===== config.mk =====
export PLATFORM = sky130hd
export DESIGN_NAME = cascaded_pid_controller_unit
export DESIGN_NICKNAME = d
export VERILOG_FILES = /design/src/rtl/cpc_pkg.sv /design/src/rtl/cpc_seq.sv /design/src/rtl/cpc_datapath.sv /design/src/rtl/cascaded_pid_controller_unit.sv
export SDC_FILE = /design/constraint.sdc
export NUM_CORES = 2
export LEC_CHECK = 0
export BUFFER_PORTS_ARGS = -buffer_cell sky130_fd_sc_hd__buf_2
export CAP_MARGIN = 20
export CORE_MARGIN = 4
export CORE_UTILIZATION = 40
export DETAILED_ROUTE_END_ITERATION = 6
export PLACE_DENSITY_LB_ADDON = 0.25
export SYNTH_ARGS = -nofsm -noshare
export SYNTH_HDL_FRONTEND = slang
export SYNTH_HIERARCHICAL = 1
export SYNTH_SLANG_ARGS = --single-unit

===== constraint.sdc =====
create_clock -name aclk -period 22.7 [get_ports aclk]
set_input_delay 3.405 -clock aclk [delete_from_list [all_inputs] [get_ports aclk]]
set_output_delay 3.405 -clock aclk [all_outputs]
set_load 0.01 [all_outputs]

===== src/rtl/cpc_pkg.sv =====
`default_nettype none

package cpc_pkg;

    localparam int DATA_W   = 32;
    localparam int ERR_W    = DATA_W + 1;
    localparam int DIFF_W   = ERR_W + 1;
    localparam int GAIN_W   = 24;
    localparam int POS_I_W  = 18;
    localparam int VEL_I_W  = 19;
    localparam int SPLIT    = 17;
    localparam int OPND_W   = DIFF_W - SPLIT + 2;
    localparam int PROD_W   = GAIN_W + 1 + OPND_W;
    localparam int ACC_W    = 64;
    localparam int FRAC_W   = 16;
    localparam int RND_W    = ACC_W - FRAC_W;
    localparam int DRIVE_W  = 19;
    localparam int SETP_W   = 17;
    localparam int OUTER_LIM = 32768;
    localparam int INNER_LIM = 131072;
    localparam int STEP_W   = 5;
    localparam int PADDR_W  = 5;
    localparam int PDATA_W  = 32;

    localparam logic STAGE_POS = 1'b0;
    localparam logic STAGE_VEL = 1'b1;

    typedef enum logic [2:0] {
        OP_NOP,
        OP_ERR,
        OP_INTEG,
        OP_MUL,
        OP_SETP,
        OP_OUT
    } op_t;

    typedef enum logic [1:0] {
        SRC_ERR,
        SRC_INTEG,
        SRC_DIFF
    } src_t;

    typedef enum logic [1:0] {
        HALF_LO,
        HALF_HI,
        HALF_FULL
    } half_t;

    typedef enum logic [1:0] {
        GAIN_P,
        GAIN_I,
        GAIN_D
    } gsel_t;

    typedef enum logic [1:0] {
        COND_NONE,
        COND_IN,
        COND_OUT
    } cond_t;

    typedef struct packed {
        op_t               op;
        logic              stage;
        src_t              src;
        half_t             half;
        gsel_t             gsel;
        logic              acc_en;
        logic              acc_hi;
        cond_t             cond;
        logic [STEP_W-1:0] nxt;
    } ctl_t;

    typedef struct packed {
        logic in_full;
        logic out_free;
    } seq_cond_t;

    typedef struct packed {
        logic [GAIN_W-1:0] pos_p;
        logic [GAIN_W-1:0] pos_i;
        logic [GAIN_W-1:0] pos_d;
        logic [GAIN_W-1:0] vel_p;
        logic [GAIN_W-1:0] vel_i;
        logic [GAIN_W-1:0] vel_d;
    } gains_t;

endpackage

`default_nettype wire


===== src/rtl/cpc_seq.sv =====
`default_nettype none

module cpc_seq (
    input  logic              aclk,
    input  logic              aresetn,
    input  cpc_pkg::seq_cond_t cond_i,
    output cpc_pkg::ctl_t     ctl_o,
    output logic              go_o
);
    import cpc_pkg::*;

    localparam int OFS_W = 4;
    localparam logic [STEP_W-1:0] STEP_IDLE = STEP_W'(0);
    localparam logic [STEP_W-1:0] STEP_POS  = STEP_W'(1);
    localparam logic [STEP_W-1:0] STEP_VEL  = STEP_W'(10);
    localparam logic [STEP_W-1:0] STEP_LAST = STEP_W'(18);

    logic [STEP_W-1:0] pc_reg, pc_next;
    ctl_t              ctl;

    function automatic ctl_t mk(input op_t op, input logic stage, input src_t src,
                                input half_t half, input gsel_t g, input logic acc_en,
                                input logic acc_hi, input cond_t c,
                                input logic [STEP_W-1:0] nxt);
        ctl_t w;
        w.op     = op;
        w.stage  = stage;
        w.src    = src;
        w.half   = half;
        w.gsel   = g;
        w.acc_en = acc_en;
        w.acc_hi = acc_hi;
        w.cond   = c;
        w.nxt    = nxt;
        return w;
    endfunction

    // Microprogram: idle step, then nine steps per stage. The accumulate
    // fields act on the product registered by the previous step.
    function automatic ctl_t ucode(input logic [STEP_W-1:0] step);
        ctl_t              w;
        logic              stg;
        logic [STEP_W-1:0] rel;
        logic [OFS_W-1:0]  ofs;
        logic [STEP_W-1:0] inc;
        stg = (step >= STEP_VEL);
        rel = stg ? (step - STEP_VEL) : (step - STEP_POS);
        ofs = rel[OFS_W-1:0];
        inc = step + STEP_W'(1);
        w = mk(OP_NOP, STAGE_POS, SRC_ERR, HALF_LO, GAIN_P, 1'b0, 1'b0, COND_NONE, STEP_IDLE);
        if (step == STEP_IDLE) begin
            w = mk(OP_NOP, STAGE_POS, SRC_ERR, HALF_LO, GAIN_P, 1'b0, 1'b0, COND_IN, STEP_POS);
        end else if (step <= STEP_LAST) begin
            unique case (ofs)
                4'd0: w = mk(OP_ERR, stg, SRC_ERR, HALF_LO, GAIN_P, 1'b0, 1'b0, COND_NONE, inc);
                4'd1: w = mk(OP_INTEG, stg, SRC_ERR, HALF_LO, GAIN_P, 1'b0, 1'b0, COND_NONE,
                             inc);
                4'd2: w = mk(OP_MUL, stg, SRC_ERR, HALF_LO, GAIN_P, 1'b0, 1'b0, COND_NONE, inc);
                4'd3: w = mk(OP_MUL, stg, SRC_ERR, HALF_HI, GAIN_P, 1'b1, 1'b0, COND_NONE, inc);
                4'd4: w = mk(OP_MUL, stg, SRC_INTEG, HALF_FULL, GAIN_I, 1'b1, 1'b1, COND_NONE,
                             inc);
                4'd5: w = mk(OP_MUL, stg, SRC_DIFF, HALF_LO, GAIN_D, 1'b1, 1'b0, COND_NONE, inc);
                4'd6: w = mk(OP_MUL, stg, SRC_DIFF, HALF_HI, GAIN_D, 1'b1, 1'b0, COND_NONE, inc);
                4'd7: w = mk(OP_NOP, stg, SRC_ERR, HALF_LO, GAIN_P, 1'b1, 1'b1, COND_NONE, inc);
                4'd8: begin
                    if (stg == STAGE_VEL) begin
                        w = mk(OP_OUT, stg, SRC_ERR, HALF_LO, GAIN_P, 1'b0, 1'b0, COND_OUT,
                               STEP_IDLE);
                    end else begin
                        w = mk(OP_SETP, stg, SRC_ERR, HALF_LO, GAIN_P, 1'b0, 1'b0, COND_NONE,
                               STEP_VEL);
                    end
                end
                default: w = mk(OP_NOP, STAGE_POS, SRC_ERR, HALF_LO, GAIN_P, 1'b0, 1'b0,
                                COND_NONE, STEP_IDLE);
            endcase
        end
        return w;
    endfunction

    always_comb begin
        ctl = ucode(pc_reg);
        unique case (ctl.cond)
            COND_NONE: go_o = 1'b1;
            COND_IN:   go_o = cond_i.in_full;
            COND_OUT:  go_o = cond_i.out_free;
            default:   go_o = 1'b0;
        endcase
        pc_next = go_o ? ctl.nxt : pc_reg;
    end

    assign ctl_o = ctl;

    always_ff @(posedge aclk) begin
        if (!aresetn) begin
            pc_reg <= STEP_IDLE;
        end else begin
            pc_reg <= pc_next;
        end
    end

endmodule

`default_nettype wire


===== src/rtl/cpc_datapath.sv =====
`default_nettype none

module cpc_datapath (
    input  logic                                 aclk,
    input  logic                                 aresetn,
    input  cpc_pkg::ctl_t                        ctl_i,
    input  logic                                 go_i,
    input  cpc_pkg::gains_t                      gains_i,
    input  logic signed [cpc_pkg::DATA_W-1:0]    pos_meas_i,
    input  logic signed [cpc_pkg::DATA_W-1:0]    pos_targ_i,
    input  logic signed [cpc_pkg::DATA_W-1:0]    vel_meas_i,
    output logic signed [cpc_pkg::DRIVE_W-1:0]   drive_o,
    output logic signed [cpc_pkg::SETP_W-1:0]    setp_o
);
    import cpc_pkg::*;

    localparam logic signed [RND_W-1:0] OUT_HI = RND_W'(OUTER_LIM);
    localparam logic signed [RND_W-1:0] OUT_LO = RND_W'(-OUTER_LIM);
    localparam logic signed [RND_W-1:0] IN_HI  = RND_W'(INNER_LIM);
    localparam logic signed [RND_W-1:0] IN_LO  = RND_W'(-INNER_LIM);
    localparam logic signed [ACC_W-1:0] RND_BIAS = ACC_W'(1 << (FRAC_W - 1));

    logic signed [ERR_W-1:0]   err_reg;
    logic signed [DIFF_W-1:0]  diff_reg;
    logic signed [POS_I_W-1:0] pos_integ_reg;
    logic signed [VEL_I_W-1:0] vel_integ_reg;
    logic signed [ERR_W-1:0]   pos_prev_reg;
    logic signed [ERR_W-1:0]   vel_prev_reg;
    logic signed [PROD_W-1:0]  prod_reg;
    logic signed [ACC_W-1:0]   acc_reg;
    logic signed [SETP_W-1:0]  setp_reg;

    logic signed [ERR_W-1:0]   err_next;
    logic signed [VEL_I_W-1:0] integ_cur;
    logic signed [ERR_W-1:0]   prev_cur;
    logic signed [DIFF_W-1:0]  integ_sum;
    logic signed [DRIVE_W-1:0] integ_clamped;
    logic signed [DIFF_W-1:0]  diff_next;
    logic signed [DIFF_W-1:0]  opnd_src;
    logic signed [OPND_W-1:0]  opnd;
    logic [GAIN_W-1:0]         gain;
    logic signed [PROD_W-1:0]  prod_next;
    logic signed [ACC_W-1:0]   prod_ext;
    logic signed [ACC_W-1:0]   addend;
    logic signed [DRIVE_W-1:0] round_clamped;

    function automatic logic signed [DRIVE_W-1:0] clamp_lim(input logic signed [RND_W-1:0] v,
                                                           input logic stage);
        logic signed [RND_W-1:0] hi;
        logic signed [RND_W-1:0] lo;
        logic signed [RND_W-1:0] r;
        hi = (stage == STAGE_VEL) ? IN_HI : OUT_HI;
        lo = (stage == STAGE_VEL) ? IN_LO : OUT_LO;
        if (v > hi) begin
            r = hi;
        end else if (v < lo) begin
            r = lo;
        end else begin
            r = v;
        end
        return r[DRIVE_W-1:0];
    endfunction

    always_comb begin
        if (ctl_i.stage == STAGE_VEL) begin
            err_next  = ERR_W'(setp_reg) - ERR_W'(vel_meas_i);
            integ_cur = vel_integ_reg;
            prev_cur  = vel_prev_reg;
        end else begin
            err_next  = ERR_W'(pos_targ_i) - ERR_W'(pos_meas_i);
            integ_cur = VEL_I_W'(pos_integ_reg);
            prev_cur  = pos_prev_reg;
        end

        integ_sum     = DIFF_W'(integ_cur) + DIFF_W'(err_reg);
        integ_clamped = clamp_lim(RND_W'(integ_sum), ctl_i.stage);
        diff_next     = DIFF_W'(err_reg) - DIFF_W'(prev_cur);

        case (ctl_i.src)
            SRC_DIFF:  opnd_src = diff_reg;
            SRC_INTEG: opnd_src = DIFF_W'(integ_cur);
            default:   opnd_src = DIFF_W'(err_reg);
        endcase

        // 34-bit operands go through the multiplier as two 17-bit halves
        case (ctl_i.half)
            HALF_LO:   opnd = $signed({2'b00, opnd_src[SPLIT-1:0]});
            HALF_HI:   opnd = OPND_W'($signed(opnd_src[DIFF_W-1:SPLIT]));
            default:   opnd = integ_cur;
        endcase

        case ({ctl_i.stage, ctl_i.gsel})
            {STAGE_POS, GAIN_P}: gain = gains_i.pos_p;
            {STAGE_POS, GAIN_I}: gain = gains_i.pos_i;
            {STAGE_POS, GAIN_D}: gain = gains_i.pos_d;
            {STAGE_VEL, GAIN_P}: gain = gains_i.vel_p;
            {STAGE_VEL, GAIN_I}: gain = gains_i.vel_i;
            {STAGE_VEL, GAIN_D}: gain = gains_i.vel_d;
            default:             gain = '0;
        endcase

        prod_next = $signed({1'b0, gain}) * opnd;
        prod_ext  = ACC_W'(prod_reg);
        addend    = ctl_i.acc_hi ? (prod_ext <<< SPLIT) : prod_ext;

        // acc already holds the rounding bias, so this is floor((sum+2^15)/2^16), clamped
        round_clamped = clamp_lim(acc_reg[ACC_W-1:FRAC_W], ctl_i.stage);
    end

    always_ff @(posedge aclk) begin
        if (!aresetn) begin
            pos_integ_reg <= '0;
            vel_integ_reg <= '0;
            pos_prev_reg  <= '0;
            vel_prev_reg  <= '0;
        end else if (go_i && ctl_i.op == OP_INTEG) begin
            if (ctl_i.stage == STAGE_VEL) begin
                vel_integ_reg <= integ_clamped;
                vel_prev_reg  <= err_reg;
            end else begin
                pos_integ_reg <= integ_clamped[POS_I_W-1:0];
                pos_prev_reg  <= err_reg;
            end
        end
    end

    always_ff @(posedge aclk) begin
        if (go_i) begin
            if (ctl_i.op == OP_ERR) begin
                err_reg <= err_next;
                acc_reg <= RND_BIAS;
            end else if (ctl_i.acc_en) begin
                acc_reg <= acc_reg + addend;
            end
            if (ctl_i.op == OP_INTEG) begin
                diff_reg <= diff_next;
            end
            if (ctl_i.op == OP_MUL) begin
                prod_reg <= prod_next;
            end
            if (ctl_i.op == OP_SETP) begin
                setp_reg <= round_clamped[SETP_W-1:0];
            end
        end
    end

    assign drive_o = round_clamped;
    assign setp_o  = setp_reg;

endmodule

`default_nettype wire


===== src/rtl/cascaded_pid_controller_unit.sv =====
// m_valid rises once the microprogram has run both stages for an accepted
// item and the output slot is free; items go one at a time through the single
// shared 25x19 multiplier (five products per stage). The input buffer frees
// once the inner stage has taken its error, so the next item can wait inside.
// Reset (aresetn low, synchronous): gains, integrals, previous errors, the
// step counter and both handshake flags clear.
`default_nettype none

module cascaded_pid_controller_unit (
    input  logic                                 aclk,
    input  logic                                 aresetn,
    input  logic                                 psel,
    input  logic                                 penable,
    input  logic                                 pwrite,
    input  logic [cpc_pkg::PADDR_W-1:0]          paddr,
    input  logic [cpc_pkg::PDATA_W-1:0]          pwdata,
    output logic [cpc_pkg::PDATA_W-1:0]          prdata,
    output logic                                 pready,
    input  logic                                 s_valid,
    output logic                                 s_ready,
    input  logic signed [cpc_pkg::DATA_W-1:0]    s_position_measure,
    input  logic signed [cpc_pkg::DATA_W-1:0]    s_position_target,
    input  logic signed [cpc_pkg::DATA_W-1:0]    s_velocity_measure,
    output logic                                 m_valid,
    input  logic                                 m_ready,
    output logic signed [cpc_pkg::DRIVE_W-1:0]   m_drive_command,
    output logic signed [cpc_pkg::SETP_W-1:0]    m_velocity_setpoint
);
    import cpc_pkg::*;

    typedef enum logic [2:0] {
        REG_POS_P,
        REG_POS_I,
        REG_POS_D,
        REG_VEL_P,
        REG_VEL_I,
        REG_VEL_D
    } reg_idx_t;

    localparam logic signed [DRIVE_W-1:0] DRIVE_MAX = DRIVE_W'(INNER_LIM);
    localparam logic signed [DRIVE_W-1:0] DRIVE_MIN = DRIVE_W'(-INNER_LIM);
    localparam logic signed [SETP_W-1:0]  SETP_MAX  = SETP_W'(OUTER_LIM);
    localparam logic signed [SETP_W-1:0]  SETP_MIN  = SETP_W'(-OUTER_LIM);

    gains_t                    gains_reg;
    logic [2:0]                reg_idx;
    logic                      cfg_wr;

    logic signed [DATA_W-1:0]  pm_reg, pt_reg, vm_reg;
    logic                      in_full_reg, in_full_next;
    logic                      m_valid_reg, m_valid_next;
    logic signed [DRIVE_W-1:0] drive_reg;
    logic signed [SETP_W-1:0]  setp_out_reg;

    ctl_t                      ctl;
    logic                      go;
    seq_cond_t                 seq_cond;
    logic                      load_out;
    logic                      in_release;
    logic signed [DRIVE_W-1:0] dp_drive;
    logic signed [SETP_W-1:0]  dp_setp;

    assign pready  = 1'b1;
    assign reg_idx = paddr[PADDR_W-1:2];
    assign cfg_wr  = psel && penable && pwrite;

    always_comb begin
        unique case (reg_idx_t'(reg_idx))
            REG_POS_P: prdata = PDATA_W'(gains_reg.pos_p);
            REG_POS_I: prdata = PDATA_W'(gains_reg.pos_i);
            REG_POS_D: prdata = PDATA_W'(gains_reg.pos_d);
            REG_VEL_P: prdata = PDATA_W'(gains_reg.vel_p);
            REG_VEL_I: prdata = PDATA_W'(gains_reg.vel_i);
            REG_VEL_D: prdata = PDATA_W'(gains_reg.vel_d);
            default:   prdata = '0;
        endcase
    end

    always_ff @(posedge aclk) begin
        if (!aresetn) begin
            gains_reg <= '0;
        end else if (cfg_wr) begin
            unique case (reg_idx_t'(reg_idx))
                REG_POS_P: gains_reg.pos_p <= pwdata[GAIN_W-1:0];
                REG_POS_I: gains_reg.pos_i <= pwdata[GAIN_W-1:0];
                REG_POS_D: gains_reg.pos_d <= pwdata[GAIN_W-1:0];
                REG_VEL_P: gains_reg.vel_p <= pwdata[GAIN_W-1:0];
                REG_VEL_I: gains_reg.vel_i <= pwdata[GAIN_W-1:0];
                REG_VEL_D: gains_reg.vel_d <= pwdata[GAIN_W-1:0];
                default: ;
            endcase
        end
    end

    // input buffer is released once the inner stage has taken its error
    assign s_ready    = !in_full_reg;
    assign in_release = go && ctl.op == OP_ERR && ctl.stage == STAGE_VEL;
    assign load_out   = go && ctl.op == OP_OUT;

    assign seq_cond.in_full  = in_full_reg;
    assign seq_cond.out_free = !m_valid_reg || m_ready;

    always_comb begin
        in_full_next = in_full_reg;
        if (s_valid && s_ready) begin
            in_full_next = 1'b1;
        end else if (in_release) begin
            in_full_next = 1'b0;
        end
        m_valid_next = m_valid_reg;
        if (load_out) begin
            m_valid_next = 1'b1;
        end else if (m_ready) begin
            m_valid_next = 1'b0;
        end
    end

    always_ff @(posedge aclk) begin
        if (!aresetn) begin
            in_full_reg <= 1'b0;
            m_valid_reg <= 1'b0;
        end else begin
            in_full_reg <= in_full_next;
            m_valid_reg <= m_valid_next;
        end
    end

    always_ff @(posedge aclk) begin
        if (s_valid && s_ready) begin
            pm_reg <= s_position_measure;
            pt_reg <= s_position_target;
            vm_reg <= s_velocity_measure;
        end
        if (load_out) begin
            drive_reg    <= dp_drive;
            setp_out_reg <= dp_setp;
        end
    end

    cpc_seq u_seq (
        .aclk    (aclk),
        .aresetn (aresetn),
        .cond_i  (seq_cond),
        .ctl_o   (ctl),
        .go_o    (go)
    );

    cpc_datapath u_dp (
        .aclk       (aclk),
        .aresetn    (aresetn),
        .ctl_i      (ctl),
        .go_i       (go),
        .gains_i    (gains_reg),
        .pos_meas_i (pm_reg),
        .pos_targ_i (pt_reg),
        .vel_meas_i (vm_reg),
        .drive_o    (dp_drive),
        .setp_o     (dp_setp)
    );

    assign m_valid             = m_valid_reg;
    assign m_drive_command     = drive_reg;
    assign m_velocity_setpoint = setp_out_reg;

    a_drive_range: assert property (@(posedge aclk) disable iff (!aresetn)
        m_valid |-> (m_drive_command <= DRIVE_MAX && m_drive_command >= DRIVE_MIN))
        else $error("drive command outside clamp range");

    a_setp_range: assert property (@(posedge aclk) disable iff (!aresetn)
        m_valid |-> (m_velocity_setpoint <= SETP_MAX && m_velocity_setpoint >= SETP_MIN))
        else $error("velocity setpoint outside clamp range");

    a_out_slot_free: assert property (@(posedge aclk) disable iff (!aresetn)
        load_out |-> (!m_valid_reg || m_ready))
        else $error("result loaded over an untaken item");

    a_release_full: assert property (@(posedge aclk) disable iff (!aresetn)
        in_release |-> in_full_reg)
        else $error("input buffer released while empty");

endmodule

`default_nettype wire

==> impl_summary.txt <==
----------------------------------------------------
[Layout]
  Number of nets in the layout ... 6310
  Layout-stage area growth over the synthesis result ... 9.66%
  Number of diodes ... 0
  Reg area ... about 15000 µm²
  Commonest non-fill, non-tap cell in the layout ... sky130_fd_sc_hd__nand2_1
  Fraction of layout instances using a drive strength above 1 ... 9.58%
  Max FFs per register ... ~140
  Most frequent cells in the layout ... sky130_fd_sc_hd__nand2_1, sky130_fd_sc_hd__inv_1, sky130_fd_sc_hd__ha_1
  Area of the multi-input gates ... between 30000 and 40000 µm²
  Final standard cell area without fillers ... about 55000 µm²
  # fillers ... 12100

[GRT]
  Gr ovfl total ... 0
  Global-route wire length before repair ... 221000 µm
  GRT Overall Usage ... between 20% and 30%
  Maximum number of pins on one net before global-route repair ... roughly 100
  Via count of the first global-routing pass ... 39200
  Antenna violations before repair ... 2

[Clock tree]
  Hold-fix buffers, CTS ... 0
  Clock latency at the later pin of the worst-skew pair ... roughly 0.67 ns
  # Post-CTS Setup Buffers ... 0
  Post-cts gate resize count ... 0
  Reg clk slew, reported paths ... roughly 0.060 ns
  Number of clock sinks ... slightly below 600
  Maximum number of buffers from clock root to sink ... 3
  Clock Tree Root ... sky130_fd_sc_hd__clkbuf_16
  CTS buffer count ... 70
  Deepest level of the CTS H-tree ... 3
  Clock tree from TritonCTS ... built

[Yosys]
  Avg Inst Size Synth ... around 9.4 µm²
  Synth warn ... 6
  Area of the mapped netlist ... roughly 50000 µm²
  Synthesized netlist cell count ... between 5000 and 6000

[Drt]
  Post-DR wirelength/cell ... ~20 µm
  Via count of the routed design ... 39200
  DRT antenna net count ... 0
  Detailed Routing Iterations Pass 1 ... 6
  Via-per-instance ratio ... between 5 and 6
  DRC Markers ... 0
  Total routed wirelength ... approximately 140000 µm
  Number of design-rule violations left by the first detailed-router iteration ... approximately 2900

[Placement]
  Cell Area, Placed ... 52500 µm²
  Port buffer count ... ~190
  HPWL Detailed ... around 110000 µm
  Global placement routability congestion ... approximately 0.90

[Die]
  Number of top-level design ports ... 211
  Die Wd ... approximately 360 µm
  Chip height ... 361 µm
  Number of placement rows ... approximately 130
  Die area ... around 130000 µm²
  Placeable core region ... approximately 120000 µm²
  Effective utilization at floorplan ... 40.3%

[Setup path]
  Number of cell instances on the worst register-to-register path ... 39
  End of the worst register-to-register path ... u_dp/prod_reg[43]
  Critical path arrival ... roughly 13 ns
  Class of the most critical setup path ... register to register
  Register-to-register path setup slack ... about 10 ns
  Kind of launch point of the worst setup path ... register
  Critical Path Sink Type ... register
  Max stage delay cell, worst path ... sky130_fd_sc_hd__nor2_1
  Startpoint of the worst-slack reg-to-reg timing path ... u_seq/pc_reg[0]
  Critical Path RT ... around 23 ns
  Max stage delay on crit path ... slightly above 0.8 ns
  Maximum fanout along the worst path ... 27

[Power and ir drop]
  Power Density ... ~69 nW/µm²
  LEAKAGE ... ~23 nW
  Worst vdd rail ir drop ... ~0.062 mV

[Min path]
  Min-Delay Startpoint ... u_dp/setp_o[3]
  Worst Hold Path Cells ... 0
  Hold Crit Class ... register to register
  Endpoint of the worst hold path ... m_velocity_setpoint[3]

[STA]
  Final hold violation count ... 0
  Max_slew headroom ... a little under a third
  Post-layout min period ... roughly 12 ns
  Unrepaired setup endpoints after global routing ... false
  Actual transition at the worst max-transition pin ... between 1 and 1.5 ns
  Total Neg Setup Slack ... 0 ns
  Setup violators final ... 0
  Post-route fraction of the period consumed by the critical path ... about 54%
  Fin Hold WS ... around 0.46 ns
  Final number of max-transition violations ... 0
  Fmax ... slightly above 80 MHz
  Clk_skew ... 0.0325 ns

[Flow run]
  Count of maximum capacitance violations ... 0

[Status]
  Result of the run ... completed

----------------------------------------------------
-- critical path: cells and delay by family (launching register included) --
kind                     cells  cell delay, ns
AO/OA/AOI/OAI               12            3.36
XOR/XNOR                     1            0.15
adder cells (fa/ha/maj)     10            4.41
buffers and inverters       10            1.61
flip-flops                   1            0.67
multiplexers                 1            0.38
AND/OR/NAND/NOR              5            1.32
-- per-layer routing --
metal	routed length, µm	global-route usage, %	vias up
met2	69600	37.0	1102
met1	60000	27.4	19400
met3	8230	3.35	238
met5	0	0	-
met4	4140	6.70	0
li1	-	-	18500
-- worst max-delay path by stage --
stage | from | slack, ns | cells past startpoint | end
finish | u_seq/pc_reg[0] | 10.48 | 39 | u_dp/prod_reg[43]
global route | u_seq/pc_reg[0] | 9.86 | 37 | u_dp/prod_reg[43]
floorplan | u_seq/pc_reg[1] | 12.55 | 38 | u_dp/prod_reg[43]
global placement | u_seq/pc_reg[0] | 10.80 | 39 | u_dp/prod_reg[43]
CTS | u_seq/pc_reg[0] | 10.65 | 37 | u_dp/prod_reg[43]
detailed placement | u_seq/pc_reg[0] | 10.69 | 37 | u_dp/prod_reg[43]
-- stage by stage --
step | util, % | total power, mW | setup slack (ns) | std cells
3_3_place_gp | 42.3 | 2.65 | 10.80 | 6972
6_report | 44.2 | 3.80 | 10.48 | 7097
2_1_floorplan | - | 2.25 | 12.55 | 5341
3_5_place_dp | 42.3 | 2.66 | 10.69 | 6974
5_1_grt | 44.2 | 4.01 | 9.86 | 7097
4_1_cts | 44.2 | 3.81 | 10.65 | 7095
-- power breakdown --
group	internal (mW)	switching, mW
Clock	0.660	0.470
Sequential	1.24	0.0611
Combinational	0.478	0.891
Total	2.37	1.42
-- layout make-up --
type	instances	share of cell area [%]
inverter	576	3.95
tap	1637	3.74
clock inverter	33	0.747
multi-input combinational	3930	58.4
sequential	578	27.0
clock buffer	88	3.41
timing repair buffer	255	2.70
(Power assumes the default switching activity.)
